<file path="src/hw/rtl/hps_pkg.sv">
// Shared types, constants and codes of the H-pattern shifter gear select block.
package hps_pkg;

	localparam int AREA_W    = 12;
	localparam int GEARS_W   = 4;
	localparam int DELTA_W   = 11;
	localparam int OUT_POS_W = 13;
	localparam int GEAR_W    = 4;
	localparam int POS_W     = 17;
	localparam int GSP_W     = 12;
	localparam int GW_W      = 13;
	localparam int CFG_IDX_W = 2;
	localparam int CFG_DAT_W = 12;
	localparam int IN_DATA_W  = 24;
	localparam int OUT_DATA_W = 40;

	localparam int MAX_GATES = 16;
	localparam int GATE_CAP  = (MAX_GATES < 16) ? MAX_GATES : 16;
	localparam int GATE_N_W  = 5;

	// floor(x/100) and floor(x/3) for any 12-bit x: multiply by the rounded-up
	// reciprocal, then shift right.
	localparam int                 RECIP_W       = 15;
	localparam logic [RECIP_W-1:0] SPACING_RECIP = RECIP_W'(5243);
	localparam int                 SPACING_SHIFT = 19;
	localparam logic [RECIP_W-1:0] HEIGHT_RECIP  = RECIP_W'(21846);
	localparam int                 HEIGHT_SHIFT  = 16;

	localparam logic [AREA_W-1:0]  AREA_WIDTH_RST    = AREA_W'(1280);
	localparam logic [AREA_W-1:0]  AREA_HEIGHT_RST   = AREA_W'(720);
	localparam logic [GEARS_W-1:0] FORWARD_GEARS_RST = GEARS_W'(6);

	localparam logic [CFG_IDX_W-1:0] CFG_AREA_WIDTH      = 2'd0;
	localparam logic [CFG_IDX_W-1:0] CFG_AREA_HEIGHT     = 2'd1;
	localparam logic [CFG_IDX_W-1:0] CFG_FORWARD_GEARS   = 2'd2;
	localparam logic [CFG_IDX_W-1:0] CFG_SIDE_LIMITS_OFF = 2'd3;

	localparam logic OP_MOVE = 1'b0;
	localparam logic OP_INIT = 1'b1;

	localparam logic [GEAR_W-1:0] GEAR_NEUTRAL = 4'd0;

	typedef logic signed [POS_W-1:0] pos_t;

	typedef struct packed {
		pos_t x0;
		pos_t x1;
		pos_t y0;
		pos_t y1;
	} rect_t;

	typedef enum logic [2:0] {
		ST_IDLE,
		ST_DIV_S,
		ST_DIV_W,
		ST_DIV_H,
		ST_SCAN,
		ST_DONE
	} hps_state_t;

endpackage

</file>
<file path="src/hw/rtl/h_pattern_shifter_gear_select.sv">
// Top level of the H-pattern shifter: sequencer, layout state and output register.
// Move: accept, test 1 to 16 gates in index order, stopping at the first hit, then commit;
//   no new input is taken until the result is committed.
// Init: spacing and height by reciprocal multiply, gate width on the 12-step divider;
//   no new input until the commit. A stalled result holds the commit cycle.
// Reset (arst_n low, asynchronous): registers at reset values, handle at origin, neutral.
module h_pattern_shifter_gear_select (
	input  logic                                clk,
	input  logic                                arst_n,
	// Input stream
	input  logic                                s_tvalid,
	output logic                                s_tready,
	input  logic [hps_pkg::IN_DATA_W-1:0]       s_tdata,   // delta_x[10:0], delta_y[21:11]
	input  logic [0:0]                          s_tuser,   // op
	// Result stream
	output logic                                m_tvalid,
	input  logic                                m_tready,
	// handle_x[12:0], handle_y[25:13], gear[29:26], release_valid[30],
	// release_button[34:31], press_valid[35], press_button[39:36]
	output logic [hps_pkg::OUT_DATA_W-1:0]      m_tdata,
	// Configuration write channel
	input  logic                                cfg_valid,
	output logic                                cfg_ready,
	input  logic [hps_pkg::CFG_IDX_W-1:0]       cfg_index,
	input  logic [hps_pkg::CFG_DAT_W-1:0]       cfg_data
);
	import hps_pkg::*;

	// Configuration registers
	logic [AREA_W-1:0]  area_width_q;
	logic [AREA_W-1:0]  area_height_q;
	logic [GEARS_W-1:0] forward_gears_q;
	logic               side_limits_off_q;

	// Sequencer
	hps_state_t state_q, state_d;
	logic       div_start;
	logic       div_run_q;
	logic       out_free;

	// Handle and layout state
	pos_t              pos_x_q, pos_y_q;
	logic [GEAR_W-1:0] active_q;
	logic [GSP_W-1:0]  gsp_q;
	logic signed [GW_W-1:0] gw_q;
	logic [AREA_W-1:0] gh_q;

	// Per-transaction working registers
	logic              op_q;
	pos_t              nx_q, ny_q;
	logic [GEAR_W-1:0] idx_q;
	pos_t              xacc_q;
	logic              hit_q;
	logic [GEAR_W-1:0] hit_idx_q;

	// Result register
	logic                 m_tvalid_q;
	logic [OUT_POS_W-1:0] out_x_q, out_y_q;
	logic [GEAR_W-1:0]    out_gear_q, out_rel_b_q, out_prs_b_q;
	logic                 out_rel_v_q, out_prs_v_q;

	// Divider hookup
	logic [AREA_W-1:0] div_dividend, div_divisor, div_quo;
	logic              div_busy, div_done;

	// Reciprocal multiplier for the constant divisions
	logic [AREA_W-1:0]         recip_a;
	logic [RECIP_W-1:0]        recip_b;
	logic [AREA_W+RECIP_W-1:0] recip_prod;

	// Layout helpers
	logic [GATE_N_W-1:0] gate_sum, gate_n;
	logic [GEAR_W-1:0]   gate_half;
	pos_t w_p, s_p, gw_p, gh_p, gh2_p, gh3_p, pitch_p;
	rect_t rect;
	logic  rect_hit;
	logic  scan_last;
	logic signed [DELTA_W-1:0] in_dx, in_dy;
	pos_t  clamp_x, clamp_y;

	assign cfg_ready = 1'b1;

	always_ff @(posedge clk or negedge arst_n) begin
		if (!arst_n) begin
			area_width_q      <= AREA_WIDTH_RST;
			area_height_q     <= AREA_HEIGHT_RST;
			forward_gears_q   <= FORWARD_GEARS_RST;
			side_limits_off_q <= 1'b0;
		end else if (cfg_valid) begin
			unique case (cfg_index)
				CFG_AREA_WIDTH:      area_width_q      <= cfg_data[AREA_W-1:0];
				CFG_AREA_HEIGHT:     area_height_q     <= cfg_data[AREA_W-1:0];
				CFG_FORWARD_GEARS:   forward_gears_q   <= cfg_data[GEARS_W-1:0];
				CFG_SIDE_LIMITS_OFF: side_limits_off_q <= cfg_data[0];
			endcase
		end
	end

	// Gate count saturates so the index fits the gear field.
	always_comb begin
		gate_sum  = {1'b0, forward_gears_q} + GATE_N_W'(2);
		gate_n    = (gate_sum > GATE_N_W'(GATE_CAP)) ? GATE_N_W'(GATE_CAP) : gate_sum;
		gate_half = gate_n[GATE_N_W-1:1];
	end

	always_comb begin
		w_p     = $signed({{(POS_W-AREA_W){1'b0}}, area_width_q});
		s_p     = $signed({{(POS_W-GSP_W){1'b0}}, gsp_q});
		gw_p    = {{(POS_W-GW_W){gw_q[GW_W-1]}}, gw_q};
		gh_p    = $signed({{(POS_W-AREA_W){1'b0}}, gh_q});
		gh2_p   = gh_p <<< 1;
		gh3_p   = gh2_p + gh_p;
		pitch_p = gw_p + (s_p <<< 1);
	end

	// Rectangle of the gate under test: neutral band, reverse slot, or a forward
	// slot whose left edge walks right by one pitch per pair of gates.
	always_comb begin
		if (idx_q == GEAR_NEUTRAL) begin
			rect.x0 = '0;
			rect.x1 = w_p;
			rect.y0 = gh_p;
			rect.y1 = gh2_p;
		end else if (idx_q == GEAR_W'(1)) begin
			rect.x0 = w_p - gw_p - s_p;
			rect.x1 = w_p - s_p;
			rect.y0 = gh2_p;
			rect.y1 = gh3_p;
		end else begin
			rect.x0 = xacc_q;
			rect.x1 = xacc_q + gw_p;
			rect.y0 = idx_q[0] ? gh2_p : '0;
			rect.y1 = idx_q[0] ? gh3_p : gh_p;
		end
	end

	hps_rect_hit u_rect_hit (
		.rect (rect),
		.px   (nx_q),
		.py   (ny_q),
		.hit  (rect_hit)
	);

	assign scan_last = ({1'b0, idx_q} == (gate_n - GATE_N_W'(1)));

	// Spacing (width / 100) and gate height (height / 3) by reciprocal multiply.
	always_comb begin
		recip_a    = (state_q == ST_DIV_H) ? area_height_q : area_width_q;
		recip_b    = (state_q == ST_DIV_H) ? HEIGHT_RECIP : SPACING_RECIP;
		recip_prod = {{RECIP_W{1'b0}}, recip_a} * {{AREA_W{1'b0}}, recip_b};
	end

	// The divider only splits the width over half the gate count.
	assign div_dividend = area_width_q;
	assign div_divisor  = {{(AREA_W-GEAR_W){1'b0}}, gate_half};

	hps_div u_div (
		.clk      (clk),
		.arst_n   (arst_n),
		.start    (div_start),
		.dividend (div_dividend),
		.divisor  (div_divisor),
		.quotient (div_quo),
		.busy     (div_busy),
		.done     (div_done)
	);

	assign out_free = !m_tvalid_q || m_tready;

	// Sequencer
	always_ff @(posedge clk or negedge arst_n) begin
		if (!arst_n) begin
			state_q <= ST_IDLE;
		end else begin
			state_q <= state_d;
		end
	end

	always_comb begin
		state_d   = state_q;
		s_tready  = 1'b0;
		div_start = 1'b0;
		unique case (state_q)
			ST_IDLE: begin
				s_tready = 1'b1;
				if (s_tvalid) begin
					state_d = (s_tuser[0] == OP_INIT) ? ST_DIV_S : ST_SCAN;
				end
			end
			ST_DIV_S: begin
				state_d = ST_DIV_W;
			end
			ST_DIV_W: begin
				div_start = !div_run_q;
				if (div_done) begin
					state_d = ST_DIV_H;
				end
			end
			ST_DIV_H: begin
				state_d = ST_DONE;
			end
			ST_SCAN: begin
				if (rect_hit || scan_last) begin
					state_d = ST_DONE;
				end
			end
			ST_DONE: begin
				if (out_free) begin
					state_d = ST_IDLE;
				end
			end
			default: state_d = ST_IDLE;
		endcase
	end

	always_ff @(posedge clk or negedge arst_n) begin
		if (!arst_n) begin
			div_run_q <= 1'b0;
		end else if (div_start) begin
			div_run_q <= 1'b1;
		end else if (div_done) begin
			div_run_q <= 1'b0;
		end
	end

	assign in_dx = s_tdata[DELTA_W-1:0];
	assign in_dy = s_tdata[2*DELTA_W-1:DELTA_W];

	// Working registers: capture the moved point, walk the gates.
	always_ff @(posedge clk) begin
		if (state_q == ST_IDLE && s_tvalid) begin
			op_q   <= s_tuser[0];
			nx_q   <= pos_x_q + {{(POS_W-DELTA_W){in_dx[DELTA_W-1]}}, in_dx};
			ny_q   <= pos_y_q + {{(POS_W-DELTA_W){in_dy[DELTA_W-1]}}, in_dy};
			idx_q  <= GEAR_NEUTRAL;
			xacc_q <= s_p;
			hit_q  <= 1'b0;
		end else if (state_q == ST_SCAN) begin
			if (rect_hit || scan_last) begin
				hit_q     <= rect_hit;
				hit_idx_q <= idx_q;
			end else begin
				idx_q <= idx_q + GEAR_W'(1);
				// Advance the slot edge after the odd gate of each forward pair.
				if (idx_q[0] && idx_q != GEAR_W'(1)) begin
					xacc_q <= xacc_q + pitch_p;
				end
			end
		end
	end

	always_comb begin
		clamp_x = nx_q;
		if (nx_q < 0) begin
			clamp_x = '0;
		end else if (nx_q > w_p) begin
			clamp_x = w_p;
		end
		clamp_y = ny_q;
		if (ny_q < 0) begin
			clamp_y = '0;
		end else if (ny_q > $signed({{(POS_W-AREA_W){1'b0}}, area_height_q})) begin
			clamp_y = $signed({{(POS_W-AREA_W){1'b0}}, area_height_q});
		end
	end

	// Handle and layout state; layout values latch one step at a time during init.
	always_ff @(posedge clk or negedge arst_n) begin
		if (!arst_n) begin
			pos_x_q  <= '0;
			pos_y_q  <= '0;
			active_q <= GEAR_NEUTRAL;
			gsp_q    <= '0;
			gw_q     <= '0;
			gh_q     <= '0;
		end else begin
			if (state_q == ST_DIV_S) begin
				gsp_q <= GSP_W'(recip_prod >> SPACING_SHIFT);
			end
			if (state_q == ST_DIV_W && div_done) begin
				gw_q <= $signed({1'b0, div_quo}) - $signed({gsp_q[GSP_W-1:0], 1'b0});
			end
			if (state_q == ST_DIV_H) begin
				gh_q <= AREA_W'(recip_prod >> HEIGHT_SHIFT);
			end
			if (state_q == ST_DONE && out_free) begin
				if (op_q == OP_INIT) begin
					pos_x_q <= w_p >>> 1;
					pos_y_q <= gh_p + (gh_p >>> 1);
				end else begin
					if (hit_q) begin
						active_q <= hit_idx_q;
					end
					if (side_limits_off_q) begin
						pos_x_q <= clamp_x;
						pos_y_q <= clamp_y;
					end else if (hit_q) begin
						pos_x_q <= nx_q;
						pos_y_q <= ny_q;
					end
				end
			end
		end
	end

	// Result register
	always_ff @(posedge clk or negedge arst_n) begin
		if (!arst_n) begin
			m_tvalid_q <= 1'b0;
		end else if (state_q == ST_DONE && out_free) begin
			m_tvalid_q <= 1'b1;
		end else if (m_tready) begin
			m_tvalid_q <= 1'b0;
		end
	end

	always_ff @(posedge clk) begin
		if (state_q == ST_DONE && out_free) begin
			out_rel_v_q <= 1'b0;
			out_rel_b_q <= '0;
			out_prs_v_q <= 1'b0;
			out_prs_b_q <= '0;
			if (op_q == OP_INIT) begin
				out_x_q    <= OUT_POS_W'(w_p >>> 1);
				out_y_q    <= OUT_POS_W'(gh_p + (gh_p >>> 1));
				out_gear_q <= active_q;
			end else begin
				out_gear_q <= hit_q ? hit_idx_q : active_q;
				if (side_limits_off_q) begin
					out_x_q <= clamp_x[OUT_POS_W-1:0];
					out_y_q <= clamp_y[OUT_POS_W-1:0];
				end else if (hit_q) begin
					out_x_q <= nx_q[OUT_POS_W-1:0];
					out_y_q <= ny_q[OUT_POS_W-1:0];
				end else begin
					out_x_q <= pos_x_q[OUT_POS_W-1:0];
					out_y_q <= pos_y_q[OUT_POS_W-1:0];
				end
				// Gear change: release the old button, press the new; neutral has none.
				if (hit_q && hit_idx_q != active_q) begin
					if (active_q != GEAR_NEUTRAL) begin
						out_rel_v_q <= 1'b1;
						out_rel_b_q <= active_q - GEAR_W'(1);
					end
					if (hit_idx_q != GEAR_NEUTRAL) begin
						out_prs_v_q <= 1'b1;
						out_prs_b_q <= hit_idx_q - GEAR_W'(1);
					end
				end
			end
		end
	end

	assign m_tvalid = m_tvalid_q;
	assign m_tdata  = {out_prs_b_q, out_prs_v_q, out_rel_b_q, out_rel_v_q,
		out_gear_q, out_y_q, out_x_q};

	// A pressed button always names the gear reported with it.
	assert property (@(posedge clk) disable iff (!arst_n)
		(m_tvalid_q && out_prs_v_q) |-> (out_gear_q == out_prs_b_q + GEAR_W'(1)))
		else $error("press button does not match reported gear");

	// A released button is never the gear just reported.
	assert property (@(posedge clk) disable iff (!arst_n)
		(m_tvalid_q && out_rel_v_q) |-> (out_gear_q != out_rel_b_q + GEAR_W'(1)))
		else $error("released button equals reported gear");

	// The divider is only started while it is idle.
	assert property (@(posedge clk) disable iff (!arst_n)
		div_start |-> !div_busy)
		else $error("divider restarted while busy");

	// The gate walk never runs past the configured gate count.
	assert property (@(posedge clk) disable iff (!arst_n)
		(state_q == ST_SCAN) |-> ({1'b0, idx_q} < gate_n))
		else $error("gate index beyond gate count");

	// An input is taken only while no transaction is in flight.
	assert property (@(posedge clk) disable iff (!arst_n)
		(s_tvalid && s_tready) |=> (state_q == ST_SCAN || state_q == ST_DIV_S))
		else $error("accepted transaction did not start work");

endmodule

</file>
<file path="src/hw/rtl/hps_div.sv">
// Restoring unsigned divider, one quotient bit per cycle.
module hps_div (
	input  logic                       clk,
	input  logic                       arst_n,
	input  logic                       start,
	input  logic [hps_pkg::AREA_W-1:0] dividend,
	input  logic [hps_pkg::AREA_W-1:0] divisor,
	output logic [hps_pkg::AREA_W-1:0] quotient,
	output logic                       busy,
	output logic                       done
);
	import hps_pkg::*;

	localparam int CNT_W = $clog2(AREA_W + 1);

	logic [AREA_W-1:0] quo_q;
	logic [AREA_W-1:0] rem_q;
	logic [AREA_W-1:0] dvs_q;
	logic [CNT_W-1:0]  cnt_q;
	logic              busy_q;
	logic              done_q;
	logic [AREA_W:0]   shifted;
	logic [AREA_W+1:0] trial;
	logic              q_bit;

	always_comb begin
		shifted = {rem_q, quo_q[AREA_W-1]};
		trial   = {1'b0, shifted} - {2'b00, dvs_q};
		q_bit   = ~trial[AREA_W+1];
	end

	always_ff @(posedge clk or negedge arst_n) begin
		if (!arst_n) begin
			busy_q <= 1'b0;
			done_q <= 1'b0;
			cnt_q  <= '0;
		end else begin
			done_q <= 1'b0;
			if (start) begin
				busy_q <= 1'b1;
				cnt_q  <= CNT_W'(AREA_W);
			end else if (busy_q) begin
				cnt_q <= cnt_q - CNT_W'(1);
				if (cnt_q == CNT_W'(1)) begin
					busy_q <= 1'b0;
					done_q <= 1'b1;
				end
			end
		end
	end

	// Remainder stays below the divisor, so the low bits hold it.
	always_ff @(posedge clk) begin
		if (start) begin
			quo_q <= dividend;
			rem_q <= '0;
			dvs_q <= divisor;
		end else if (busy_q) begin
			quo_q <= {quo_q[AREA_W-2:0], q_bit};
			rem_q <= q_bit ? trial[AREA_W-1:0] : shifted[AREA_W-1:0];
		end
	end

	assign quotient = quo_q;
	assign busy     = busy_q;
	assign done     = done_q;

endmodule

</file>
<file path="src/hw/rtl/hps_rect_hit.sv">
// Point-in-rectangle test, edges inclusive.
module hps_rect_hit (
	input  hps_pkg::rect_t rect,
	input  hps_pkg::pos_t  px,
	input  hps_pkg::pos_t  py,
	output logic           hit
);
	import hps_pkg::*;

	assign hit = (rect.x0 <= px) && (px <= rect.x1) && (rect.y0 <= py) && (py <= rect.y1);

endmodule
</file>
<file path="config.mk">
export PLATFORM = sky130hd
export DESIGN_NAME = h_pattern_shifter_gear_select
export DESIGN_NICKNAME = d
export VERILOG_FILES = /design/src/hw/rtl/hps_pkg.sv /design/src/hw/rtl/h_pattern_shifter_gear_select.sv /design/src/hw/rtl/hps_div.sv /design/src/hw/rtl/hps_rect_hit.sv
export SDC_FILE = /design/constraint.sdc
export NUM_CORES = 1
export LEC_CHECK = 0
export ABC_CLOCK_PERIOD_IN_PS = 5700
export BUFFER_PORTS_ARGS = -buffer_cell sky130_fd_sc_hd__buf_2
export CORE_MARGIN = 2
export CORE_UTILIZATION = 30
export CTS_CLUSTER_DIAMETER = 40
export CTS_CLUSTER_SIZE = 28
export DETAILED_ROUTE_END_ITERATION = 10
export GPL_ROUTABILITY_DRIVEN = 0
export GPL_TIMING_DRIVEN = 0
export SLEW_MARGIN = 30
export SYNTH_ARGS = -nofsm -noshare
export SYNTH_HDL_FRONTEND = slang
export SYNTH_SLANG_ARGS = --single-unit
export TNS_END_PERCENT = 5
</file>
<file path="constraint.sdc">
create_clock -name clk -period 5.7 [get_ports clk]
set_input_delay 0.285 -clock clk [delete_from_list [all_inputs] [get_ports clk]]
set_output_delay 0.285 -clock clk [all_outputs]
set_load 0.02 [all_outputs]
</file>
# Word level (Yosys, flattened, before mapping)
# Cells that the tools add are included.
[totals]
in_bits = 44
ff_bits = 239
output_inout_bits = 43
elab_cells = 179
[op_classes]
n_eq_ne = 18
reduce_logical = 37
n_bitwise = 6
addsub = 18
muxes = 54
order_cmp = 9
mul = 1
[ops]
columns = ["cell", "n"]
rows = [
  ["17-bit 2-to-1 mux", 10],
  ["68-bit 2-to-1 mux", 2],
  ["12-bit 2-to-1 mux", 8],
  ["13-bit 2-to-1 mux", 6],
  ["17-bit <= comparator", 4],
  ["17-bit adder", 2],
  ["17-bit by 13-bit > comparator with 1-bit output", 2],
  ["17-bit by 1-bit < comparator with 1-bit output (second input constant)", 2],
  ["12-bit by 15-bit multiplier with 27-bit output", 1],
  ["3-bit case mux with 6 select lines", 1],
  ["17-bit by 13-bit adder with 17-bit output", 1],
  ["17-bit by 14-bit adder with 17-bit output", 1],
  ["4-bit 2-to-1 mux", 4],
  ["15-bit 2-to-1 mux", 1],
  ["3-bit 2-to-1 mux", 5],
  ["14-bit by 9-bit subtractor with 15-bit output", 1],
  ["13-bit by 10-bit adder with 14-bit output", 1],
  ["1-bit 2-to-1 mux", 14],
  ["2-bit AND reduction", 7],
  ["13-bit by 13-bit subtractor with 14-bit output", 1],
  ["13-bit by 4-bit subtractor with 14-bit output", 1],
  ["12-bit by 11-bit adder with 13-bit output", 1],
  ["12-bit by 8-bit subtractor with 13-bit output", 1],
  ["12-bit by 9-bit subtractor with 13-bit output", 1],
  ["other kinds (34)", 65],
]

# Depth between registers and ports, before layout
[logic_depth]
ltp_word = 12
depth_mapped = 26
mapped_depth_nobuf = 25

# Cells and area by module
# A second synthesis with hierarchy kept.
[unflattened]
cells_unflattened = 2480
hier_area_um2 = 22998.3
[by_module_without_submodules]
columns = ["module", "cells_per_inst", "n_inst", "area_each_um2"]
rows = [
  ["h_pattern_shifter_gear_select", 2028, 1, 18959.4],
  ["hps_div", 214, 1, 2338.5],
  ["hps_rect_hit", 238, 1, 1700.4],
]

# Least setup slack after synthesis
# Ideal clock, no wire load.
[synth_timing]
path_type = "reg-to-reg"
from = "reg state_q[1]"
to = "reg gh_q[9]"
slack_ns = -0.360
setup_time_ns = 0.134
required_time_ns = 5.566
t_arrival_ns = 5.926
stages_incl_launch_ff = 23
cell_sequence = "dfrtp_1 -> clkbuf_1 -> nand2b_1 -> nor2_1 -> nand2_1 -> nand2_1 -> inv_1 -> fa_1 -> inv_1 -> fa_1 -> ha_1 -> fa_1 -> fa_1 -> ha_1 -> and4b_1 -> a41oi_1 -> a211oi_1 -> o31ai_1 -> a21boi_1 -> a221oi_2 -> o21bai_1 -> a211oi_1 -> o31ai_1"
[synth_via]
elab_chain_len = 3
[synth_rtl]
columns = ["element", "line", "source"]
rows = [
  ["start: declaration", "h_pattern_shifter_gear_select.sv:36", "hps_state_t state_q, state_d;"],
  ["start signal: assignment", "h_pattern_shifter_gear_select.sv:175", "state_q <= state_d;"],
  ["3-bit by 2-bit equality test with 1-bit output (*)", "h_pattern_shifter_gear_select.sv:148, h_pattern_shifter_gear_select.sv:149, h_pattern_shifter_gear_select.sv:283", ""],
  ["12-bit 2-to-1 mux or 15-bit 2-to-1 mux (tied branches)", "h_pattern_shifter_gear_select.sv:148, h_pattern_shifter_gear_select.sv:149", ""],
  ["12-bit by 15-bit multiplier with 27-bit output", "h_pattern_shifter_gear_select.sv:150", "recip_prod = {{RECIP_W{1'b0}}, recip_a} * {{AREA_W{1'b0}}, recip_b};"],
  ["end signal: assignment", "h_pattern_shifter_gear_select.sv:284", "gh_q <= AREA_W'(recip_prod >> HEIGHT_SHIFT);"],
  ["end: declaration", "h_pattern_shifter_gear_select.sv:46", "logic [AREA_W-1:0] gh_q;"],
]
# Every way passes the cells marked *; elsewhere a longest branch is shown, timed or not.
# A chain may end at the register's enable or synchronous reset.

# Worst setup path in the final report
[layout_timing]
from = "reg state_q[0]"
to = "reg gsp_q[7]"
[layout_via]
elab_chain_len = 3
[layout_rtl]
columns = ["element", "line", "source"]
rows = [
  ["3-bit by 2-bit equality test with 1-bit output", "h_pattern_shifter_gear_select.sv:148, h_pattern_shifter_gear_select.sv:149", ""],
  ["12-bit 2-to-1 mux or 15-bit 2-to-1 mux (tied branches)", "h_pattern_shifter_gear_select.sv:148, h_pattern_shifter_gear_select.sv:149", ""],
  ["12-bit by 15-bit multiplier with 27-bit output", "h_pattern_shifter_gear_select.sv:150", ""],
  ["end signal: assignment", "h_pattern_shifter_gear_select.sv:278", "gsp_q <= GSP_W'(recip_prod >> SPACING_SHIFT);"],
  ["end: declaration", "h_pattern_shifter_gear_select.sv:44", "logic [GSP_W-1:0] gsp_q;"],
]
# Parallel ways exist; a longest one is shown, timed or not.

==> impl_metrics.py <==
metrics = {
    "clock_network": {
        "cts_htree_levels": 2,
        "clk_latency_ns": 0.58,
        "root_buffer": "clkbuf_16",
        "cts_buffers": 48,
        "cts.sinks": 239,
        "clk_pin_slew_ns": 0.06,
        "cts_tree": "yes",
        "cts_max_path_buffers": 3,
    },
    "worst_setup_path": {
        "critPathMaxStageDelay_ns": 0.58,
        "cp_common_cell": "fa_1",
        "critPathBufInv": 7,
        "crit_type": "reg -> reg",
        "crit_path_top_delay_cell": "fa_1",
        "crit_chain": "buf_6 > nand3b_1 > buf_4 > buf_8 > buf_6 > nand2_8 > nand2_4 > inv_1 > fa_1 > fa_2 > fa_1 > inv_2 > fa_1 > fa_1 > ha_1 > nand2_2 > a211oi_4 > o31ai_2 > buf_4 > a21boi_4 > a221oi_4 > o211ai_1 > xor2_1 > o21ai_1",
        "cp-end-kind": "flip-flop",
        "worst-path-max-fanout": 4,
        "r2r_start": "state_q[0]$_DFFE_PN0P_",
        "crit_start": "state_q[0]$_DFFE_PN0P_",
        "cp.required_ns": 6.14,
        "crit_path_start_kind": "flip-flop",
        "crit_cells": 24,
        "crit_end": "gsp_q[7]$_DFFE_PN0P_",
        "critical_path.top_delay_family": "adder cells",
        "crit_arrival_ns": 6.23,
        "r2r-end": "gsp_q[7]$_DFFE_PN0P_",
        "reg2reg_slack_ns": -0.09,
        "rr_worst_depth": 24,
    },
    "detailed_routing": {
        "drc": 0,
        "wire_per_inst_um": 18.1,
        "final_antenna_net_count": 0,
        "viasPerCell": 4.97,
        "route.vias.total": 17700,
        "routed_wl_mm": 64.4,
        "drt_iter0_drc": 1375,
        "firstDrtPassIters": 7,
    },
    "synthesis": {
        "synth_enable_flop_cells": 107,
        "synth_warnings": 0,
        "yosysTopAreaCell": "ha_1",
        "syn_nets": 2800,
        "yosysSeqAreaShare_pct": 29.3,
        "avgSynthCellArea_um2": 9.30,
        "yosysMostFrequentCell": "inv_1",
        "synthTopCellsByCount": "328 x inv_1, 293 x ha_1, 204 x nand2_1, 149 x nor2_1, 134 x o21ai_0",
        "synth_cells": 2354,
        "ys.flop_type": "edfxtp_1",
        "ys_async_sr_fraction_pct": 46.0,
        "yosysUniqueCellTypes": 88,
        "synth_area_um2": 21900,
        "yosysTopAreaCellShare_pct": 16.7,
        "synth.area.top_cells": "ha_1 17%, edfxtp_1 15%, dfrtp_1 12%, fa_1 10%, inv_1 5.6%",
        "synth.ff_latch_count": 239,
    },
    "finish": {
        "drive_gt1_share_pct": 15.5,
        "nets": 3004,
        "area_growth_pct": 21.1,
        "final_core_util_pct": 36.5,
        "multi_input_area_um2": 14600,
        "fillers": 7366,
        "ff_latch_area_um2": 6420,
    },
    "floorplanning": {
        "rows": 99,
        "die_x_um": 274,
        "dieArea_um2": 75200,
        "ios": 87,
        "core_area_um2": 72600,
        "chipHeight_um": 274,
        "start_util_pct": 30.2,
    },
    "global_routing": {
        "grt_pass1_wl_mm": 99.3,
        "grt_antenna_before_repair": 2,
        "grt_overflow": 0,
        "grt_max_degree": 72,
        "grt_usage_pct": 17.1,
        "grt_pass1_vias": 17300,
    },
    "timing": {
        "period_share_pct": 102,
        "hold_violations": 0,
        "drv_slew": 0,
        "fin_tns_setup_ns": -0.979,
        "worstMarginPinSlew_ns": 0.967,
        "max_freq_mhz": 173,
        "maxSlewHeadroom_pct": 35.5,
        "worst_slack_ns": -0.0877,
        "setup_violations": 26,
        "fin_crit_ns": 5.79,
        "rsz0062_at_grt": "true",
        "skew_ns": 0.0194,
        "hold_ws_ns": 0.0183,
    },
    "placed_design": {
        "pre_cts_ws_ns": -1.36,
        "portBuffers": 83,
        "dp_hpwl_mm": 51.1,
    },
    "hold_path": {
        "hold_path_class": "in -> reg",
    },
    "status": {
        "outcome": "finished, violations left",
        "violations": "setup timing",
    },
    "run": {
        "maxCapViolCount": 0,
    },
}
-- worst min path at each step --
stage / start / end / slack, ns / cells after the start
detailed placement: arst_n / gw_q[11]$_DFFE_PN0P_ / 0.22 / 1
global placement: u_div.rem_q[11]$_SDFFE_PP0P_ / u_div.rem_q[11]$_SDFFE_PP0P_ / 0.46 / 2
CTS: cfg_data[11] / area_width_q[11]$_DFFE_PN0P_ / 0.002 / 3
global route: s_tdata[11] / ny_q[0]$_DFFE_PP_ / 0.02 / 2
floorplan: arst_n / active_q[0]$_DFFE_PN0P_ / -0.01 / 0
finish: cfg_data[0] / area_width_q[0]$_DFFE_PN0P_ / 0.02 / 3
-- logic make-up (layout without fill, tap and decap cells) --
logic type / count (synthesis) / after routing / share of synthesized area (%)
DFF: 239 / 239 / 29.3
other: 1 / 2 / 0.0171
adders and majority gates: 402 / 402 / 26.7
AOI/OAI and AO/OA: 555 / 555 / 16.9
and+or+nand+nor: 562 / 563 / 11.9
buffers and inverters: 405 / 647 / 7.04
muxes: 77 / 77 / 3.68
xor gates and xnor gates: 113 / 113 / 4.52
-- timing repair --
action / 4_1_cts / 5_1_grt
resized for setup: 130 / 44
endpoints found under the hold margin: 49 / 0
hold buffers: 11 / 0
endpoints found under the setup margin: 46 / 43
gates cloned: 3 / 0
pin swaps: 66 / 39
setup buffers: 42 / 13
-- area by class of cell --
cell class,instances,share of cell area [%]
timing repair buffer,154,4.04
inverter,329,4.73
tap,959,4.52
sequential,239,24.2
clock buffer,56,5.00
antenna,1,0.00943
buffer,75,1.44
clock inverter,33,1.06
multi-input combinational,1711,55.0
-- worst register-to-register path, cell delays in order (launching register included) --
cell      delay, ns
dfrtp_1        0.37
buf_6          0.13
nand3b_1       0.09
buf_4          0.17
buf_8          0.15
buf_6          0.14
nand2_8        0.07
nand2_4        0.10
inv_1          0.06
fa_1           0.58
fa_2           0.44
fa_1           0.58
inv_2          0.05
fa_1           0.52
fa_1           0.42
ha_1           0.30
nand2_2        0.09
a211oi_4       0.25
o31ai_2        0.12
buf_4          0.15
a21boi_4       0.21
a221oi_4       0.12
o211ai_1       0.22
xor2_1         0.25
o21ai_1        0.09
-- through the flow --
stage | instances | area, um^2
after floorplan | 2354 | 21900
after global placement | 3396 | 23600
after detailed placement | 3399 | 23700
after CTS | 3543 | 26300
after global routing | 3556 | 26500
final | 3557 | 26500
-- cell usage in the layout (no fill, tap or decap), types with 44 or more instances in the layout --
cell	synthesis	layout
inv_1	328	311
buf_4	3	55
edfxtp_1	107	107
mux2i_1	49	49
nand2_1	204	175
ha_1	293	285
a21oi_1	130	124
nand3_1	45	44
fa_1	109	104
xnor2_1	77	74
clkbuf_16	0	52
clkbuf_1	62	57
dfrtp_1	102	98
a21o_1	46	46
o21ai_0	134	122
nor2_1	149	144
buf_2	2	85
-- routing by layer --
| layer | vias up | part of all wire [%] | track usage [%] |
|---|---|---|---|
| met5 | - | 0.016 | 0 |
| met4 | 2 | 3.4 | 5.95 |
| met3 | 93 | 7.2 | 4.16 |
| li1 | 8678 | - | - |
| met1 | 8433 | 44 | 22.4 |
| met2 | 488 | 46 | 27.6 |
-- flip-flops by register name, summed over array words and instances (netlist names), 11 cells and up --
signal / count
u_div.rem_q: 12
pos_x_q: 17
area_height_q: 12
nx_q: 17
area_width_q: 12
gw_q: 13
ny_q: 17
u_div.quotient: 12
out_y_q: 13
xacc_q: 17
pos_y_q: 17
out_x_q: 13
gh_q: 11
Power is not shown: default switching activity piles up to over one toggle a cycle in this logic, so the estimate is an artifact.
